[src/rtl/core/hpg_pkg.sv]
// shared widths, control structs and command codes for the permutation generator
// no dependencies; imported by the interfaces and every core module
package hpg_pkg;

  localparam int unsigned POS_W = 3;   // row position field
  localparam int unsigned SYM_W = 8;   // symbol field
  localparam int unsigned LVL_W = 3;   // one level counter
  localparam int unsigned LEN_W = 4;   // length register
  localparam int unsigned ARR_W = 64;  // packed arrangement
  localparam int unsigned CNT_W16 = 16; // permutation index

  localparam logic CMD_LOAD = 1'b0;
  localparam logic CMD_STEP = 1'b1;

  // one read and one write of the row per cycle
  typedef struct packed {
    logic              load;    // row[addr_a] <= data
    logic              cap;     // tmp <= row[addr_a]
    logic              mv;      // row[addr_a] <= row[addr_b]
    logic              put;     // row[addr_b] <= tmp
    logic [POS_W-1:0]  addr_a;
    logic [POS_W-1:0]  addr_b;
    logic [SYM_W-1:0]  data;
  } row_cmd_t;

  typedef struct packed {
    logic clear_all;
    logic bump;
    logic zero;
  } lvl_cmd_t;

  typedef struct packed {
    logic             below;  // counter at the scanned level is below that level
    logic [LVL_W-1:0] cnt;
  } lvl_stat_t;

endpackage

[src/rtl/core/hpg_in_if.sv]
// input channel: load or step word with valid/ready
// depends on hpg_pkg
interface hpg_in_if import hpg_pkg::*; ();
  logic             valid;
  logic             ready;
  logic             cmd;
  logic [POS_W-1:0] position;
  logic [SYM_W-1:0] symbol;

  modport source (output valid, cmd, position, symbol, input ready);
  modport sink   (input valid, cmd, position, symbol, output ready);
endinterface

[src/rtl/core/hpg_out_if.sv]
// result channel: arrangement, index and done flag with valid/ready
// depends on hpg_pkg
interface hpg_out_if import hpg_pkg::*; ();
  logic               valid;
  logic               ready;
  logic [ARR_W-1:0]   arrangement;
  logic [CNT_W16-1:0] perm_index;
  logic               done_res;

  modport source (output valid, arrangement, perm_index, done_res, input ready);
  modport sink   (input valid, arrangement, perm_index, done_res, output ready);
endinterface

[src/rtl/core/hpg_cfg_if.sv]
// configuration write channel for the length register
// depends on hpg_pkg
interface hpg_cfg_if import hpg_pkg::*; ();
  logic             valid;
  logic             ready;
  logic [LEN_W-1:0] data;

  modport source (output valid, data, input ready);
  modport sink   (input valid, data, output ready);
endinterface

[src/rtl/core/hpg_level_unit.sv]
// level counter bank with the shared compare and increment unit
// depends on hpg_pkg
module hpg_level_unit import hpg_pkg::*; #(
  parameter int unsigned MAX_LEN = 8
) (
  input  logic                           clk_i,
  input  logic                           rst_ni,
  input  lvl_cmd_t                       cmd_i,
  input  logic [$clog2(MAX_LEN+1)-1:0]   level_i,
  output lvl_stat_t                      stat_o
);

  localparam int unsigned IDX_W = $clog2(MAX_LEN);
  localparam int unsigned CNT_W = $clog2(MAX_LEN+1);

  logic [LVL_W-1:0] cnt_q [MAX_LEN];
  logic [IDX_W-1:0] idx;
  logic             idx_ok;
  logic [LVL_W-1:0] cur;

  assign idx    = level_i[IDX_W-1:0];
  assign idx_ok = level_i < CNT_W'(MAX_LEN);
  assign cur    = idx_ok ? cnt_q[idx] : '0;

  assign stat_o.cnt   = cur;
  assign stat_o.below = {1'b0, cur} < (LVL_W+1)'(level_i);

  always_ff @(posedge clk_i or negedge rst_ni) begin
    if (!rst_ni) begin
      for (int k = 0; k < MAX_LEN; k++) cnt_q[k] <= '0;
    end else if (cmd_i.clear_all) begin
      for (int k = 0; k < MAX_LEN; k++) cnt_q[k] <= '0;
    end else if (idx_ok && cmd_i.bump) begin
      cnt_q[idx] <= cur + LVL_W'(1);
    end else if (idx_ok && cmd_i.zero) begin
      cnt_q[idx] <= '0;
    end
  end

endmodule

[src/rtl/core/hpg_row_store.sv]
// symbol row with one read and one write port, swap holding register and packer
// depends on hpg_pkg
module hpg_row_store import hpg_pkg::*; #(
  parameter int unsigned MAX_LEN     = 8,
  parameter int unsigned SYMBOL_BITS = 8
) (
  input  logic                          clk_i,
  input  logic                          rst_ni,
  input  row_cmd_t                      cmd_i,
  input  logic [$clog2(MAX_LEN+1)-1:0]  len_i,
  output logic [ARR_W-1:0]              arr_o
);

  localparam int unsigned IDX_W = $clog2(MAX_LEN);
  localparam int unsigned CNT_W = $clog2(MAX_LEN+1);
  localparam int unsigned SLOTS = ARR_W / 8;

  logic [SYMBOL_BITS-1:0] row_q [MAX_LEN];
  logic [SYMBOL_BITS-1:0] tmp_q;
  logic [SYMBOL_BITS-1:0] rd_data;
  logic [SYMBOL_BITS-1:0] wr_data;
  logic [IDX_W-1:0]       rd_addr;
  logic [IDX_W-1:0]       wr_addr;
  logic                   wr_en;

  assign rd_addr = cmd_i.mv ? cmd_i.addr_b[IDX_W-1:0] : cmd_i.addr_a[IDX_W-1:0];
  assign rd_data = row_q[rd_addr];
  assign wr_addr = cmd_i.put ? cmd_i.addr_b[IDX_W-1:0] : cmd_i.addr_a[IDX_W-1:0];
  assign wr_en   = cmd_i.load | cmd_i.mv | cmd_i.put;

  always_comb begin
    if (cmd_i.load) begin
      wr_data = cmd_i.data[SYMBOL_BITS-1:0];
    end else if (cmd_i.put) begin
      wr_data = tmp_q;
    end else begin
      wr_data = rd_data;
    end
  end

  always_ff @(posedge clk_i or negedge rst_ni) begin
    if (!rst_ni) begin
      for (int k = 0; k < MAX_LEN; k++) row_q[k] <= '0;
    end else if (wr_en) begin
      row_q[wr_addr] <= wr_data;
    end
  end

  always_ff @(posedge clk_i) begin
    if (cmd_i.cap) begin
      tmp_q <= rd_data;
    end
  end

  // positions at or past the length read as zero
  for (genvar k = 0; k < SLOTS; k++) begin : g_pack
    if (k < MAX_LEN) begin : g_used
      assign arr_o[8*k +: 8] = (CNT_W'(k) < len_i) ? 8'(row_q[k]) : 8'h00;
    end else begin : g_unused
      assign arr_o[8*k +: 8] = 8'h00;
    end
  end

endmodule

[src/rtl/core/heap_permutation_generator_top.sv]
// heap permutation generator: a load word gives no result
// a step word goes straight to emit when it shows the loaded row or repeats a finished done,
// else it scans up from level 1 and swaps at the first level (1..n-1) whose counter is below it,
// or reports done when the scan runs past length n; levels go one per cycle through the
// shared counter compare unit, then swap states A, B, C and the emit state, which can stall
// on a full output register; reset (async, low) zeroes the row and counters, sets length to 1 and empties the output
module heap_permutation_generator_top import hpg_pkg::*; #(
  parameter int unsigned MAX_LEN     = 8,
  parameter int unsigned SYMBOL_BITS = 8
) (
  input  logic       clk_i,
  input  logic       rst_ni,
  hpg_in_if.sink     in_i,
  hpg_cfg_if.sink    cfg_i,
  hpg_out_if.source  out_o
);

  localparam int unsigned CNT_W = $clog2(MAX_LEN+1);

  typedef enum logic [5:0] {
    ST_IDLE   = 6'b000001,
    ST_SCAN   = 6'b000010,
    ST_SWAP_A = 6'b000100,
    ST_SWAP_B = 6'b001000,
    ST_SWAP_C = 6'b010000,
    ST_EMIT   = 6'b100000
  } state_e;

  state_e             state_q, state_d;
  logic [LEN_W-1:0]   length_q, length_d;
  logic [CNT_W-1:0]   level_q, level_d;
  logic [CNT_W16-1:0] emitted_q, emitted_d;
  logic               finished_q, finished_d;
  logic               done_q, done_d;
  logic [POS_W-1:0]   swap_a_q, swap_a_d;
  logic [POS_W-1:0]   swap_b_q, swap_b_d;
  logic               out_valid_q, out_valid_d;
  logic [ARR_W-1:0]   out_arr_q;
  logic [CNT_W16-1:0] out_idx_q;
  logic               out_done_q;
  logic               out_load;

  logic [CNT_W-1:0]   n_eff;
  logic               in_fire;
  logic               pos_ok;
  row_cmd_t           row_cmd;
  lvl_cmd_t           lvl_cmd;
  lvl_stat_t          lvl_stat;
  logic [ARR_W-1:0]   arr;

  hpg_level_unit #(.MAX_LEN(MAX_LEN)) u_level (
    .clk_i   (clk_i),
    .rst_ni  (rst_ni),
    .cmd_i   (lvl_cmd),
    .level_i (level_q),
    .stat_o  (lvl_stat)
  );

  hpg_row_store #(.MAX_LEN(MAX_LEN), .SYMBOL_BITS(SYMBOL_BITS)) u_row (
    .clk_i  (clk_i),
    .rst_ni (rst_ni),
    .cmd_i  (row_cmd),
    .len_i  (n_eff),
    .arr_o  (arr)
  );

  always_comb begin
    if (length_q == '0) begin
      n_eff = CNT_W'(1);
    end else if (length_q > LEN_W'(MAX_LEN)) begin
      n_eff = CNT_W'(MAX_LEN);
    end else begin
      n_eff = CNT_W'(length_q);
    end
  end

  assign in_i.ready  = (state_q == ST_IDLE);
  assign in_fire     = in_i.valid && in_i.ready;
  assign pos_ok      = {1'b0, in_i.position} < (POS_W+1)'(MAX_LEN);
  assign cfg_i.ready = 1'b1;

  assign out_o.valid       = out_valid_q;
  assign out_o.arrangement = out_arr_q;
  assign out_o.perm_index  = out_idx_q;
  assign out_o.done_res    = out_done_q;

  always_comb begin
    state_d     = state_q;
    length_d    = length_q;
    level_d     = level_q;
    emitted_d   = emitted_q;
    finished_d  = finished_q;
    done_d      = done_q;
    swap_a_d    = swap_a_q;
    swap_b_d    = swap_b_q;
    out_valid_d = out_valid_q && !out_o.ready;
    out_load    = 1'b0;
    row_cmd     = '0;
    lvl_cmd     = '0;

    if (cfg_i.valid) begin
      length_d = cfg_i.data;
    end

    case (state_q)
      ST_IDLE: begin
        if (in_fire) begin
          if (in_i.cmd == CMD_LOAD) begin
            // positions past the row are dropped without a restart
            if (pos_ok) begin
              row_cmd.load      = 1'b1;
              row_cmd.addr_a    = in_i.position;
              row_cmd.data      = in_i.symbol;
              lvl_cmd.clear_all = 1'b1;
              emitted_d         = '0;
              finished_d        = 1'b0;
              level_d           = CNT_W'(1);
            end
          end else if (finished_q) begin
            done_d  = 1'b1;
            state_d = ST_EMIT;
          end else if (emitted_q == '0) begin
            // first step shows the row as loaded
            emitted_d = CNT_W16'(1);
            done_d    = 1'b0;
            state_d   = ST_EMIT;
          end else begin
            level_d = CNT_W'(1);
            state_d = ST_SCAN;
          end
        end
      end
      ST_SCAN: begin
        if (level_q >= n_eff) begin
          finished_d = 1'b1;
          done_d     = 1'b1;
          level_d    = CNT_W'(1);
          state_d    = ST_EMIT;
        end else if (lvl_stat.below) begin
          // odd level swaps at the counter, even level at position zero
          swap_a_d     = level_q[0] ? lvl_stat.cnt : '0;
          swap_b_d     = POS_W'(level_q);
          lvl_cmd.bump = 1'b1;
          emitted_d    = emitted_q + CNT_W16'(1);
          done_d       = 1'b0;
          level_d      = CNT_W'(1);
          state_d      = ST_SWAP_A;
        end else begin
          lvl_cmd.zero = 1'b1;
          level_d      = level_q + CNT_W'(1);
        end
      end
      ST_SWAP_A: begin
        row_cmd.cap    = 1'b1;
        row_cmd.addr_a = swap_a_q;
        state_d        = ST_SWAP_B;
      end
      ST_SWAP_B: begin
        row_cmd.mv     = 1'b1;
        row_cmd.addr_a = swap_a_q;
        row_cmd.addr_b = swap_b_q;
        state_d        = ST_SWAP_C;
      end
      ST_SWAP_C: begin
        row_cmd.put    = 1'b1;
        row_cmd.addr_b = swap_b_q;
        state_d        = ST_EMIT;
      end
      ST_EMIT: begin
        // wait for the output register to free up
        if (!out_valid_q || out_o.ready) begin
          out_valid_d = 1'b1;
          out_load    = 1'b1;
          state_d     = ST_IDLE;
        end
      end
      default: begin
        state_d = ST_IDLE;
      end
    endcase
  end

  always_ff @(posedge clk_i or negedge rst_ni) begin
    if (!rst_ni) begin
      state_q     <= ST_IDLE;
      length_q    <= LEN_W'(1);
      level_q     <= CNT_W'(1);
      emitted_q   <= '0;
      finished_q  <= 1'b0;
      done_q      <= 1'b0;
      out_valid_q <= 1'b0;
    end else begin
      state_q     <= state_d;
      length_q    <= length_d;
      level_q     <= level_d;
      emitted_q   <= emitted_d;
      finished_q  <= finished_d;
      done_q      <= done_d;
      out_valid_q <= out_valid_d;
    end
  end

  always_ff @(posedge clk_i) begin
    swap_a_q <= swap_a_d;
    swap_b_q <= swap_b_d;
    if (out_load) begin
      out_arr_q  <= arr;
      out_idx_q  <= emitted_q;
      out_done_q <= done_q;
    end
  end

endmodule

[src/flat_wrapper.sv]
// flat-port wrapper written by rule: the top's interface ports become plain ports
module heap_permutation_generator_top_flat import hpg_pkg::*;
#(
  parameter int unsigned MAX_LEN     = 8,
  parameter int unsigned SYMBOL_BITS = 8
)
  (clk_i, rst_ni, in_i_valid, in_i_cmd, in_i_position, in_i_symbol, in_i_ready, cfg_i_valid, cfg_i_data, cfg_i_ready, out_o_valid, out_o_arrangement, out_o_perm_index, out_o_done_res, out_o_ready);
  hpg_in_if in_i_i ();
  hpg_cfg_if cfg_i_i ();
  hpg_out_if out_o_i ();
  input  logic clk_i;
  input  logic rst_ni;
  input wire logic [$bits(in_i_i.valid)-1:0] in_i_valid;
  input wire logic [$bits(in_i_i.cmd)-1:0] in_i_cmd;
  input wire logic [$bits(in_i_i.position)-1:0] in_i_position;
  input wire logic [$bits(in_i_i.symbol)-1:0] in_i_symbol;
  output wire logic [$bits(in_i_i.ready)-1:0] in_i_ready;
  input wire logic [$bits(cfg_i_i.valid)-1:0] cfg_i_valid;
  input wire logic [$bits(cfg_i_i.data)-1:0] cfg_i_data;
  output wire logic [$bits(cfg_i_i.ready)-1:0] cfg_i_ready;
  output wire logic [$bits(out_o_i.valid)-1:0] out_o_valid;
  output wire logic [$bits(out_o_i.arrangement)-1:0] out_o_arrangement;
  output wire logic [$bits(out_o_i.perm_index)-1:0] out_o_perm_index;
  output wire logic [$bits(out_o_i.done_res)-1:0] out_o_done_res;
  input wire logic [$bits(out_o_i.ready)-1:0] out_o_ready;
  assign in_i_i.valid = in_i_valid;
  assign in_i_i.cmd = in_i_cmd;
  assign in_i_i.position = in_i_position;
  assign in_i_i.symbol = in_i_symbol;
  assign in_i_ready = in_i_i.ready;
  assign cfg_i_i.valid = cfg_i_valid;
  assign cfg_i_i.data = cfg_i_data;
  assign cfg_i_ready = cfg_i_i.ready;
  assign out_o_valid = out_o_i.valid;
  assign out_o_arrangement = out_o_i.arrangement;
  assign out_o_perm_index = out_o_i.perm_index;
  assign out_o_done_res = out_o_i.done_res;
  assign out_o_i.ready = out_o_ready;
  heap_permutation_generator_top #(.MAX_LEN(MAX_LEN), .SYMBOL_BITS(SYMBOL_BITS)) u_core (.clk_i(clk_i), .rst_ni(rst_ni), .in_i(in_i_i), .cfg_i(cfg_i_i), .out_o(out_o_i));
endmodule
[config.mk]
export PLATFORM = sky130hd
export DESIGN_NAME = heap_permutation_generator_top_flat
export DESIGN_NICKNAME = d
export VERILOG_FILES = /design/src/rtl/core/hpg_pkg.sv /design/src/rtl/core/hpg_in_if.sv /design/src/rtl/core/hpg_out_if.sv /design/src/rtl/core/hpg_cfg_if.sv /design/src/rtl/core/hpg_level_unit.sv /design/src/rtl/core/hpg_row_store.sv /design/src/rtl/core/heap_permutation_generator_top.sv /design/src/flat_wrapper.sv
export SDC_FILE = /design/constraint.sdc
export NUM_CORES = 1
export LEC_CHECK = 0
export BUFFER_PORTS_ARGS = -buffer_cell sky130_fd_sc_hd__buf_2
export CORE_ASPECT_RATIO = 1.4
export CORE_MARGIN = 10
export CORE_UTILIZATION = 40
export DETAILED_ROUTE_END_ITERATION = 12
export PLACE_DENSITY_LB_ADDON = 0.1
export SYNTH_ARGS = -nofsm -noshare
export SYNTH_HDL_FRONTEND = slang
export SYNTH_HIERARCHICAL = 1
export SYNTH_SLANG_ARGS = --single-unit
[constraint.sdc]
create_clock -name clk_i -period 5.8 [get_ports clk_i]
set_input_delay 0 -clock clk_i [delete_from_list [all_inputs] [get_ports clk_i]]
set_output_delay 0 -clock clk_i [all_outputs]
set_load 0.005 [all_outputs]
# After elaboration in Yosys (flattened, before gate mapping)

Index checks and enable logic that the tools add are counted.

Bits in registers: 216
Latch bits: 0
Bits in writable memories: 0
Memory bits (read-only): 0
Output and inout bits: 84
Logic and storage cells: 179
Memories: 0

$add $sub $neg: 3
Multipliers: 0
Div/mod/pow operators: 0
Order comparisons: 17
Equality and inequality tests: 18
Shift-type cells: 0
Muxes and demuxes: 76
Bitwise operators: 8
Reduce and logical (&&, ||, !) cells: 21

Operators with widths:

| cell                                                                         | number |
|---|---|
| 16-bit two-way mux                                                           | 6 |
| 24-bit two-way mux                                                           | 3 |
| 64-bit bitwise mux                                                           | 1 |
| 8-bit two-way mux                                                            | 8 |
| 6-bit two-way mux                                                            | 7 |
| 6-bit case mux with 6 select lines                                           | 1 |
| 4-bit two-way mux                                                            | 8 |
| 16-bit case mux with 2 select lines                                          | 1 |
| 3-bit two-way mux                                                            | 9 |
| 24-bit AND                                                                   | 1 |
| 8-bit binary-select mux with 3-bit select                                    | 1 |
| 24-bit bitwise mux                                                           | 1 |
| 8-bit demux with 3-bit select                                                | 1 |
| 24-bit inverter                                                              | 1 |
| 1-bit two-way mux                                                            | 21 |
| 16-bit by 1-bit adder with 16-bit output (second input constant)             | 1 |
| 16-bit logical NOT                                                           | 1 |
| 3-bit by 4-bit less-than comparator with 1-bit output (first input constant) | 4 |
| 4-bit greater-or-equal comparator (second input constant)                    | 3 |
| 3-bit != test (second input constant)                                        | 4 |
| 3-bit inverter with 4-bit output                                             | 3 |
| 4-bit AND reduction                                                          | 3 |
| 3-bit binary-select mux with 3-bit select                                    | 1 |
| 3-bit demux with 3-bit select                                                | 1 |
| other kinds (34)                                                             | 52 |

# Depth between registers and ports, before layout

Gate-level depths: netlist of the first run.

Depth after elaboration: 13
Depth in mapped cells: 17

# Hierarchy

The synthesis of the first run kept the hierarchy.

By module, submodules not included:

| module                         | times used | cells each | area an instance (um^2) |
|---|---|---|---|
| hpg_row_store                  | 1          | 516        | 4936.0 |
| heap_permutation_generator_top | 1          | 335        | 4804.6 |
| hpg_level_unit                 | 1          | 143        | 1347.5 |

# Worst setup path before layout of the first run

Ideal clock, no wire load.

Path type: register to register
From: register u_core.state_q[0]
To: register u_core.out_arr_q[0], in the netlist u_core/out_o.arrangement[0] (enable)
Library setup time: 529 ps
Data arrival time: 4566 ps
Slack: 704 ps
Cell stages (with the launch flop): 5
Cells stage by stage: dfstp_2 > clkbuf_1 > nor3_1 > nand3_1 > nor2b_1

Word-level cells in the longest chain between the ends: 2

Ends and longest elaborated chain:

| what                     | RTL line                              | RTL |
|---|---|---|
| start: declaration       | heap_permutation_generator_top.sv:29  | `state_e state_q, state_d;` |
| start signal: assignment | heap_permutation_generator_top.sv:193 | `state_q <= state_d;` |
| 6-bit equality test      | heap_permutation_generator_top.sv:105 | `case (state_q)` |
| 1-bit two-way mux        | heap_permutation_generator_top.sv:105 |  |
| net u_core.out_load      | heap_permutation_generator_top.sv:41  | `logic out_load;` |
| end signal: assignment   | heap_permutation_generator_top.sv:207 | `out_arr_q <= arr;` |
| end: declaration         | heap_permutation_generator_top.sv:38  | `logic [ARR_W-1:0] out_arr_q;` |

The timed path passes the listed nets, and every way through them passes these cells.
A chain may end at the register's enable or synchronous reset.

==> run metrics, run 1 <==
Initial Util=40.36%; top cells by count, synth=dfrtp_1 (118), nor2_1 (99), edfxtp_1 (95); total clock sinks=216; die area=34,880 µm²; multiplexer share of the synthesized area=6.985%; GRT overflow=0; top-area cell type share of the netlist area=26.63%; Critical Path Fanout Max=23; CTS root buffer=clkbuf_16; PwrDens=383.4 nW/µm²; CTS tree=built; post-route clock period utilization=72.33%; Final Hold Fails=0; Post-Syn Nets=1,024; outcome=finished, final reports clean; WP data arrival=4590 ps; final worst setup slack=1605 ps; synth top area cells=dfrtp_1 (27%), edfxtp_1 (26%), mux2i_1 (5.6%), nor2_1 (3.4%), a41oi_1 (2.8%); main combinational cell family by area after synthesis=compound AO/OA/AOI/OAI gates; post-CTS sizing=0; adder-cell share of the synthesized area=1.016%; DP Worst Slack=1661 ps; static leakage=0.004845 µW; vias in the first global route=8,317; Die Y=217 µm; Post-Synth Simple-Gate Area=14.56%; Compound-Gate Fraction of Synth Area=18.88%; fmax=0.2384 GHz; Core Rows=72; largest net degree at the start of global routing=78; Setup crit start kind=flip-flop; worst hold path class=in2reg; critical path type=reg2reg; VDD IR max=0.2309 mV; count leader, synth=dfrtp_1; Syn Inst Count=994; post-synthesis sequential area ratio=53.07%; Top Ports=105; worst slew pin tran=1080 ps; initial antenna violation count=0; layout cells sized above 1=17.93%; clk_lat worst skew=530 ps; Core Region=27,480 µm²; XOR/XNOR share of the synthesized area=0.3047%; RSZ-0062 raised after global routing=false; area delta synth->final=14.16%; Buffers on Ports=103; clock skew=13.53 ps; slew margin rel.=27.99%; fin crit period=4195 ps; EDFF count, synth=95; htree depth=1; ys async rst share=56.02%; Distinct cells, synth=83; YS warnings=6; ant diodes=0; Bufs on Longest Clock Path=3; CP required=6190 ps; DRT antenna net count=0; DPL Wire Length=22.05 mm; Syn Area/Cell=11.16 µm²; vias per inst=5.602; Iter 0 DRT Violations=561; drt first pass iters=5; max_cap viols=0; synthesized area=11,090 µm²; Via Count=8,258; post-route setup TNS=0 ps; FF+latch count, synth=216; count of final setup violators=0; Primary FF master, synth=dfrtp_1; Die W=160.7 µm; clk slew on worst S/H paths=70 ps; cts bufs inserted=23; DRC Markers=0; first-pass GRT wire length=49.45 mm; total routed wirelength=31.73 mm; Setup crit end kind=flip-flop; GRT Resource Usage Total=17.69%; fin nets=1,118; RD Place Congestion=0.8909; cell accounting for the most synthesized area=dfrtp_1; drt wl/cell=21.53 µm; Final Slew Violations=0
path summary, 6_finish.rpt:
path                                          startpoint                              endpoint  slack (ps)  cells after the start
max in group asynchronous                         rst_ni    u_core/u_row/row_q[28]$_DFFE_PN0P_        4400                      3
min in group asynchronous                         rst_ni  u_core/u_level/cnt_q[17]$_DFFE_PN0P_         190                      2
min                                     in_i_position[2]    u_core/u_row/row_q[47]$_DFFE_PN0P_          90                      5
min reg2reg                    u_core/done_q$_DFFE_PN0P_       u_core/out_o.done_res$_DFFE_PP_         470                      0
max                        u_core/level_q[0]$_DFFE_PN1P_  u_core/u_level/cnt_q[15]$_DFFE_PN0P_        1600                     15
max reg2reg                u_core/level_q[0]$_DFFE_PN1P_  u_core/u_level/cnt_q[15]$_DFFE_PN0P_        1600                     15
placed cells by master (no fill, tap or decap), drive strengths merged, types with 40 or more instances in the layout:
cell / netlist / layout
edfxtp: 95 / 95
o21ai: 46 / 46
nand2: 53 / 53
a21oi: 44 / 44
inv: 39 / 40
nor2b: 42 / 42
and2: 41 / 41
nor2: 100 / 100
mux2i: 63 / 63
buf: 45 / 115
dfrtp: 118 / 118
per-layer routing:
layer  global-route usage, %  vias to the layer above  part of all wire [%]
met3                   2.777                       48                   4.9
met4                   6.170                        0                   2.8
met2                   32.84                      261                    54
met5                       0                        -                     0
li1                        -                     3911                     -
met1                   20.06                     4038                    38
through the flow:
stage / area [µm²] / std cells / power, µW / util, % / hold slack [ps]
after floorplan: 11090 / 994 / 2958 / - / -295.6
after global placement: 11760 / 1419 / 3345 / 42.79 / 234.7
after detailed placement: 11760 / 1419 / 3351 / 42.79 / 238.6
after CTS: 12660 / 1474 / 4894 / 46.07 / 49.35
after global routing: 12660 / 1474 / 5099 / 46.07 / 111.8
final: 12660 / 1474 / 4853 / 46.07 / 85.00
logic make-up after synthesis:
| logic type | after synthesis |
|---|---|
| flops | 216 |
| compound gates | 283 |
| other cells | 1 |
| xor+xnor | 3 |
| fa+ha+maj | 9 |
| simple gates | 311 |
| buf+inv | 100 |
| mux | 71 |
worst max-delay path, stage by stage, from the launching register on:
cell,delay [ps]
dfstp_2,800
inv_1,210
nor2_1,360
a22oi_1,160
a41oi_1,320
ha_1,300
a21oi_1,140
o211ai_1,90
nand2_1,210
inv_1,100
nor2_1,160
nor2_1,60
nor2_1,630
nand2_1,210
a22oi_1,230
nor2_1,60
report_power, final:
group | internal [µW] | leakage, µW | switching [µW]
Clock | 876 | 0.000361 | 631
Sequential | 1860 | 0.00242 | 184
Combinational | 489 | 0.00207 | 816
repair_timing:
action / CTS / global route
setup buffers: 0 / 0
hold buffers: 14 / 0
endpoints found under the hold margin: 99 / 0
registers in the layout, summed over array words and instances (netlist names):
register / cells
u_core/out_o.arrangement: 64
u_core/out_o.perm_index: 16
u_core/state_q: 6
u_core/swap_a_q: 3
u_core/u_row/tmp_q: 8
u_core/u_row/row_q: 64
u_core/emitted_q: 16
u_core/out_o.valid: 1
u_core/level_q: 4
u_core/finished_q: 1
u_core/out_o.done_res: 1
u_core/done_q: 1
u_core/u_level/cnt_q: 24
u_core/swap_b_q: 3
u_core/length_q: 4
final cells by class:
type	instances	area (µm²)
Inverter	40	150.1
Clock buffer	26	596.8
Timing Repair Buffer	129	748.2
Multi-Input combinational cell	678	4652
Fill cell	2581	14820
Sequential cell	216	5884
Tap cell	370	462.9
Clock inverter	15	163.9
No activity file was read; power rests on OpenSTA's default activity.
==> run 2: changes to the inputs <==
clock period = 3.4 ns   (was 5.8 ns; I/O delays follow)
==> run 2 against run 1 <==
Count of clock-buffer cells in the layout rose by 7. Sequential power rose by 69%. Power rose by 77%. Maximum frequency rose by 30%. Wire length rose by 0.18%. Largest cell class unchanged. Largest power group unchanged.
==> run metrics, run 2 (synthesized netlist as in run 1, its figures left out) <==
Bufs on Longest Clock Path=3 (unchanged); drt first pass iters=5 (unchanged); fin crit period=3235 ps (-960.3 ps); Min Hold Slack=86.53 ps (+1.530 ps); DRC Markers=0 (unchanged); clk_lat worst skew=520 ps (about the same); commonest cells after routing, fill and taps aside=dfrtp_1 (117), buf_2 (102), edfxtp_1 (95), nor2_1 (94), buf_4 (76); Core Rows=72 (unchanged); crit-path max cell delay=630 ps (-170 ps); top sig layer=met4; initial antenna violation count=0 (unchanged); DP Worst Slack=50.35 ps (-1611 ps); clock skew=16.03 ps (+2.502 ps); fmax=0.3091 GHz (+30%); drt wl/cell=20.62 µm (-4.2%); total routed wirelength=31.79 mm (+0.18%); worst r2r src=u_core/state_q[2]$_DFFE_PN0P_; Iter 0 DRT Violations=438 (-22%); critical path type=reg2reg; Die Y=217 µm (unchanged); VDD IR max=0.4536 mV (+96%); htree depth=1 (unchanged); ant diodes=0 (unchanged); CP required=3760 ps (-2430 ps); Via Count=8,552 (+3.6%); commonest non-fill, non-tap cell in the layout=dfrtp_1; slew margin rel.=31.81% (+3.8 points); WP data arrival=3590 ps (-1000 ps); Core Region=27,480 µm² (unchanged); max_cap viols=0 (unchanged); DPL Wire Length=22.78 mm (+3.3%); met2 wire length=17.37 mm (+1.3%); CTS tree=built; Final Hold Fails=0 (unchanged); Die W=160.7 µm (unchanged); non-filler cells, final=1,542 (+4.6%); worst hold path class=in2reg; post-route clock period utilization=95.15% (+23 points); Top Ports=105 (unchanged); GRT Resource Usage Total=17.61% (-0.077 points); Critical Path Fanout Max=12 (-48%); DRT antenna net count=0 (unchanged); vias in the first global route=8,557 (+2.9%); RD Place Congestion=0.8973 (+0.72%); fin nets=1,186 (+6.1%); GRT overflow=0 (unchanged); area delta synth->final=20.20%; total clock sinks=216 (unchanged); Initial Util=40.36% (unchanged); count of final setup violators=0 (unchanged); crit-path cells=nor4_2 -> buf_4 -> nand3b_1 -> clkinv_1 -> nand2_1 -> nor2_4 -> a22o_1 -> mux2_4 -> mux4_2 -> a22oi_2 -> a31oi_1; outcome=finished, final reports clean; largest net degree at the start of global routing=80 (+2.6%); DRT met1 WL=12.16 mm (+0.13%); Setup crit start kind=flip-flop; clk slew on worst S/H paths=60 ps (about the same); Hold Crit Start=in_i_position[2]; static leakage=0.005213 µW (+7.6%); crit path launch=u_core/state_q[2]$_DFFE_PN0P_; Final Slew Violations=0 (unchanged); routed wl met3=1.290 mm (-17%); PwrDens=646.0 nW/µm² (+68%); layout cells sized above 1=24.40% (+6.5 points); worst slew pin tran=1023 ps (-57.43 ps); Worst path slowest cell=mux4_2; vias per inst=5.546 (-1.0%); Setup crit end kind=flip-flop; DP Cell Count=1,477 (+4.1%); first-pass GRT wire length=49.21 mm (-0.48%); Buffers on Ports=103 (unchanged); cts bufs inserted=22 (-4.3%); final worst setup slack=164.9 ps (-1440 ps); CTS root buffer=clkbuf_16; die area=34,880 µm² (unchanged)
## run 2: changes by cell type in the layout (fill, tap and decap cells not counted), moves of 3 or more
cell	before	now
buf_12	0	3
clkinv_1	4	1
o31ai_1	28	25
clkbuf_8	1	4
o31ai_2	0	3
clkbuf_1	2	6
a22oi_2	0	3
nor2_1	98	94
buf_4	13	76
## run 2: metrics by stage
step	total power [µW]	utilization (%)	setup TNS (ps)	cell area, µm²
after floorplan	5048	-	0	11120
after global placement	5891	44.51	0	12230
after detailed placement	5907	44.51	0	12230
after CTS	8541	47.82	0	13140
after global routing	9060	48.51	-67.72	13330
final	8609	48.51	0	13330
## run 2: critical path, delay by kind of cell, from the launching register on
| kind | cells | cell delay (ps) |
|---|---|---|
| buffers and inverters | 2 | 250 |
| and+or+nand+nor | 4 | 780 |
| muxes | 2 | 920 |
| AOI/OAI and AO/OA | 3 | 670 |
| DFF | 1 | 440 |
## run 2: cell type report
cell class | count | area, µm²
inverters | 40 | 150.1
fillers | 2590 | 14150
clock inverters | 7 | 115.1
flip-flops and latches | 216 | 5886
repair buffers | 197 | 1304
multi-input cells | 679 | 4757
well taps | 370 | 462.9
clock buffers | 33 | 653.1
## run 2: what timing repair did
item / CTS / global route
gates resized for setup: 0 / 22
hold endpoints to repair: 89 / 0
hold buffers: 14 / 0
buffers inserted: 0 / 10
endpoints found under the setup margin: 0 / 87
## run 2: final timing paths
kind                                                            to  slack, ps  depth (start not counted)
worst min-delay path            u_core/u_row/row_q[39]$_DFFE_PN0P_         90                          5
worst max register to register   u_core/u_row/row_q[4]$_DFFE_PN0P_        160                         11
worst min register to register     u_core/out_o.done_res$_DFFE_PP_        450                          0
max in group asynchronous            u_core/level_q[0]$_DFFE_PN1P_       2310                          3
min in group asynchronous       u_core/u_row/row_q[62]$_DFFE_PN0P_        230                          2
worst max-delay path             u_core/u_row/row_q[4]$_DFFE_PN0P_        160                         11
## run 2: per-layer routing
layer	track usage (%)	vias to the layer above
met5	0	-
met1	19.27	4223
met2	33.87	213
met3	2.739	58
met4	5.441	0
li1	-	4058
## run 2: power breakdown
part | internal [µW] | switching, µW
combinational | 1070 | 1520
sequential | 3170 | 282
clock | 1560 | 1020
total | 5790 | 2820
==> run 3: changes to the inputs <==
GPL_TIMING_DRIVEN = 0   (was not set)
==> run 3 against run 2 <==
Final cell count increased by 1.7%. Non-clock buffer count increased by 22. Clock power increased by 7%. Critical path depth increased by 5. Setup slack got worse by 150 ps. Power increased by 7.2%. Register-to-register slack got worse by 150 ps. First-iteration DRC count increased by 24%. Die area unchanged. Critical endpoint is now u_core/emitted_q[7]$_DFFE_PN0P_. Highest routed layer unchanged.
==> run metrics, run 3 (synthesized netlist as in run 1, its figures left out) <==
outcome=finished, final reports clean; ant diodes=0 (unchanged); drt wl/cell=21.41 µm (+3.9%); GRT overflow=0 (unchanged); drt first pass iters=5 (unchanged); post-route clock period utilization=99.60% (+4.4 points); Iter 0 DRT Violations=543 (+24%); Core Rows=72 (unchanged); DPL Wire Length=23.22 mm (+2.0%); Clock Power Share=30.0% (about the same); Setup crit start kind=flip-flop; largest net degree at the start of global routing=68 (-15%); max_cap viols=0 (unchanged); fin nets=1,210 (+2.0%); critical path type=reg2reg; clock skew=11.63 ps (-4.397 ps); Core Region=27,480 µm² (unchanged); Final Hold Fails=0 (unchanged); Min Hold Slack=13.27 ps (-73.26 ps); DRT antenna net count=0 (unchanged); vias in the first global route=8,924 (+4.3%); fin crit period=3386 ps (+151.1 ps); Final Slew Violations=0 (unchanged); VDD IR max=0.4513 mV (-0.51%); commonest cells after routing, fill and taps aside=dfrtp_1 (115), buf_2 (111), edfxtp_1 (95), nor2_1 (89), mux2i_1 (62); fmax=0.2953 GHz (-4.5%); clk slew on worst S/H paths=60 ps (about the same); CP required=3800 ps (+40 ps); slew margin rel.=6.352% (-25 points); static leakage=0.005394 µW (+3.5%); RD Place Congestion=0.8824 (-1.7%); NetSw=3080 µW (+9.3%); area delta synth->final=25.57%; Bufs on Longest Clock Path=3 (unchanged); worst slew pin tran=1396 ps (+373.5 ps); Top Ports=105 (unchanged); Buffers on Ports=103 (unchanged); Initial Util=40.36% (unchanged); combinational share of power=32.6% (+2.6 points); Final Core Density=50.67% (+2.2 points); Die Y=217 µm (unchanged); cts bufs inserted=24 (+9.1%); initial antenna violation count=0 (unchanged); share of total power in sequential cells=37.3% (-2.8 points); CTS root buffer=clkbuf_16; clk_lat worst skew=540 ps (+20 ps); GRT Resource Usage Total=18.46% (+0.85 points); total clock sinks=216 (unchanged); DRC Markers=0 (unchanged); total routed wirelength=33.58 mm (+5.6%); RSZ-0062 raised after global routing=true; Reg2Reg Depth=16 (+5); PwrDens=662.8 nW/µm² (+2.6%); Via Count=8,747 (+2.3%); Int Pwr=6148 µW (+6.2%); count of final setup violators=0 (unchanged); commonest non-fill, non-tap cell in the layout=dfrtp_1; Critical Path Fanout Max=6 (-6); die area=34,880 µm² (unchanged); WP data arrival=3790 ps (+200 ps); Die W=160.7 µm (unchanged); vias per inst=5.578 (+0.58%); layout cells sized above 1=28.55% (+4.1 points); htree depth=1 (unchanged); worst hold path class=in2async; Setup crit end kind=flip-flop; CTS tree=built; first-pass GRT wire length=51.54 mm (+4.7%); Net Sw Frac=33.38% (+0.65 points)
-- run 3: cell types whose count changed in the layout (fill, tap and decap cells not counted), sizes merged --
cell and delta:
buf +10, bufinv +1, clkbuf +8, clkinv +3
clkinvlp +3, inv +1
-- run 3: worst max-delay path, cell delays in order (launching register included) --
cell and delay, ps:
dfstp_2 620, clkinvlp_4 190, buf_6 160, nor2_4 130
a22oi_2 90, a41oi_2 220, ha_1 290, o21ai_0 110
o211ai_1 150, nand2_2 120, nand3b_1 110, a221oi_2 320
o21ai_2 120, clkbuf_8 180, buf_12 140, o31ai_4 190
o31ai_2 100
-- run 3: stage by stage --
stage	power [µW]	cell area, µm²	setup TNS [ps]	setup WS, ps	instances
6_report	9228	13920	0	13.76	1568
5_1_grt	9694	13920	-799.6	-82.65	1568
2_1_floorplan	5048	11120	0	62.24	994
4_1_cts	8976	13500	0	1.931	1549
3_3_place_gp	5854	12100	-78390	-932.9	1467
3_5_place_dp	5891	12180	-79320	-1034	1471
-- run 3: repair_timing --
item,in CTS,in global routing
buffers inserted,22,17
resized for setup,47,59
pin swaps,13,27
cloned,0,3
endpoints found under the hold margin,133,0
endpoints found under the setup margin,119,108
hold buffers,14,0
-- run 3: per-layer routing --
metal / global-route usage [%] / share of wire [%] / vias to the layer above
met5: 0 / 0 / -
met3: 2.418 / 4.4 / 64
met4: 8.085 / 4.1 / 0
met2: 33.48 / 53 / 260
li1: - / - / 4106
met1: 21.29 / 39 / 4317
-- run 3: power groups by stage --
stage	sequential [µW]	clock (µW)	combinational, µW
after detailed placement	3480	0	2410
after global routing	3480	2950	3260
final	3440	2770	3010
after floorplan	3390	0	1660
after global placement	3480	0	2370
after CTS	3440	2850	2690
-- run 3: final cells by class --
cell class / instances / area (µm²)
fill: 2527 / 13550
tap: 370 / 462.9
sequential: 216 / 5888
timing repair buffer: 162 / 1079
buffer: 57 / 495.5
clock buffer: 29 / 650.6
inverter: 40 / 153.9
multi-input combinational: 679 / 5002
clock inverter: 15 / 191.4
-- run 3: final timing paths --
check | start | end | slack (ps)
min reg2reg | u_core/emitted_q[8]$_DFFE_PN0P_ | u_core/out_o.perm_index[8]$_DFFE_PP_ | 450
max reg2reg | u_core/level_q[0]$_DFFE_PN1P_ | u_core/emitted_q[7]$_DFFE_PN0P_ | 10
max | u_core/level_q[0]$_DFFE_PN1P_ | u_core/emitted_q[7]$_DFFE_PN0P_ | 10
min in group clk_i | in_i_position[2] | u_core/u_row/row_q[39]$_DFFE_PN0P_ | 80
min | rst_ni | u_core/u_row/row_q[43]$_DFFE_PN0P_ | 10
max in group asynchronous | rst_ni | u_core/state_q[4]$_DFFE_PN0P_ | 2650
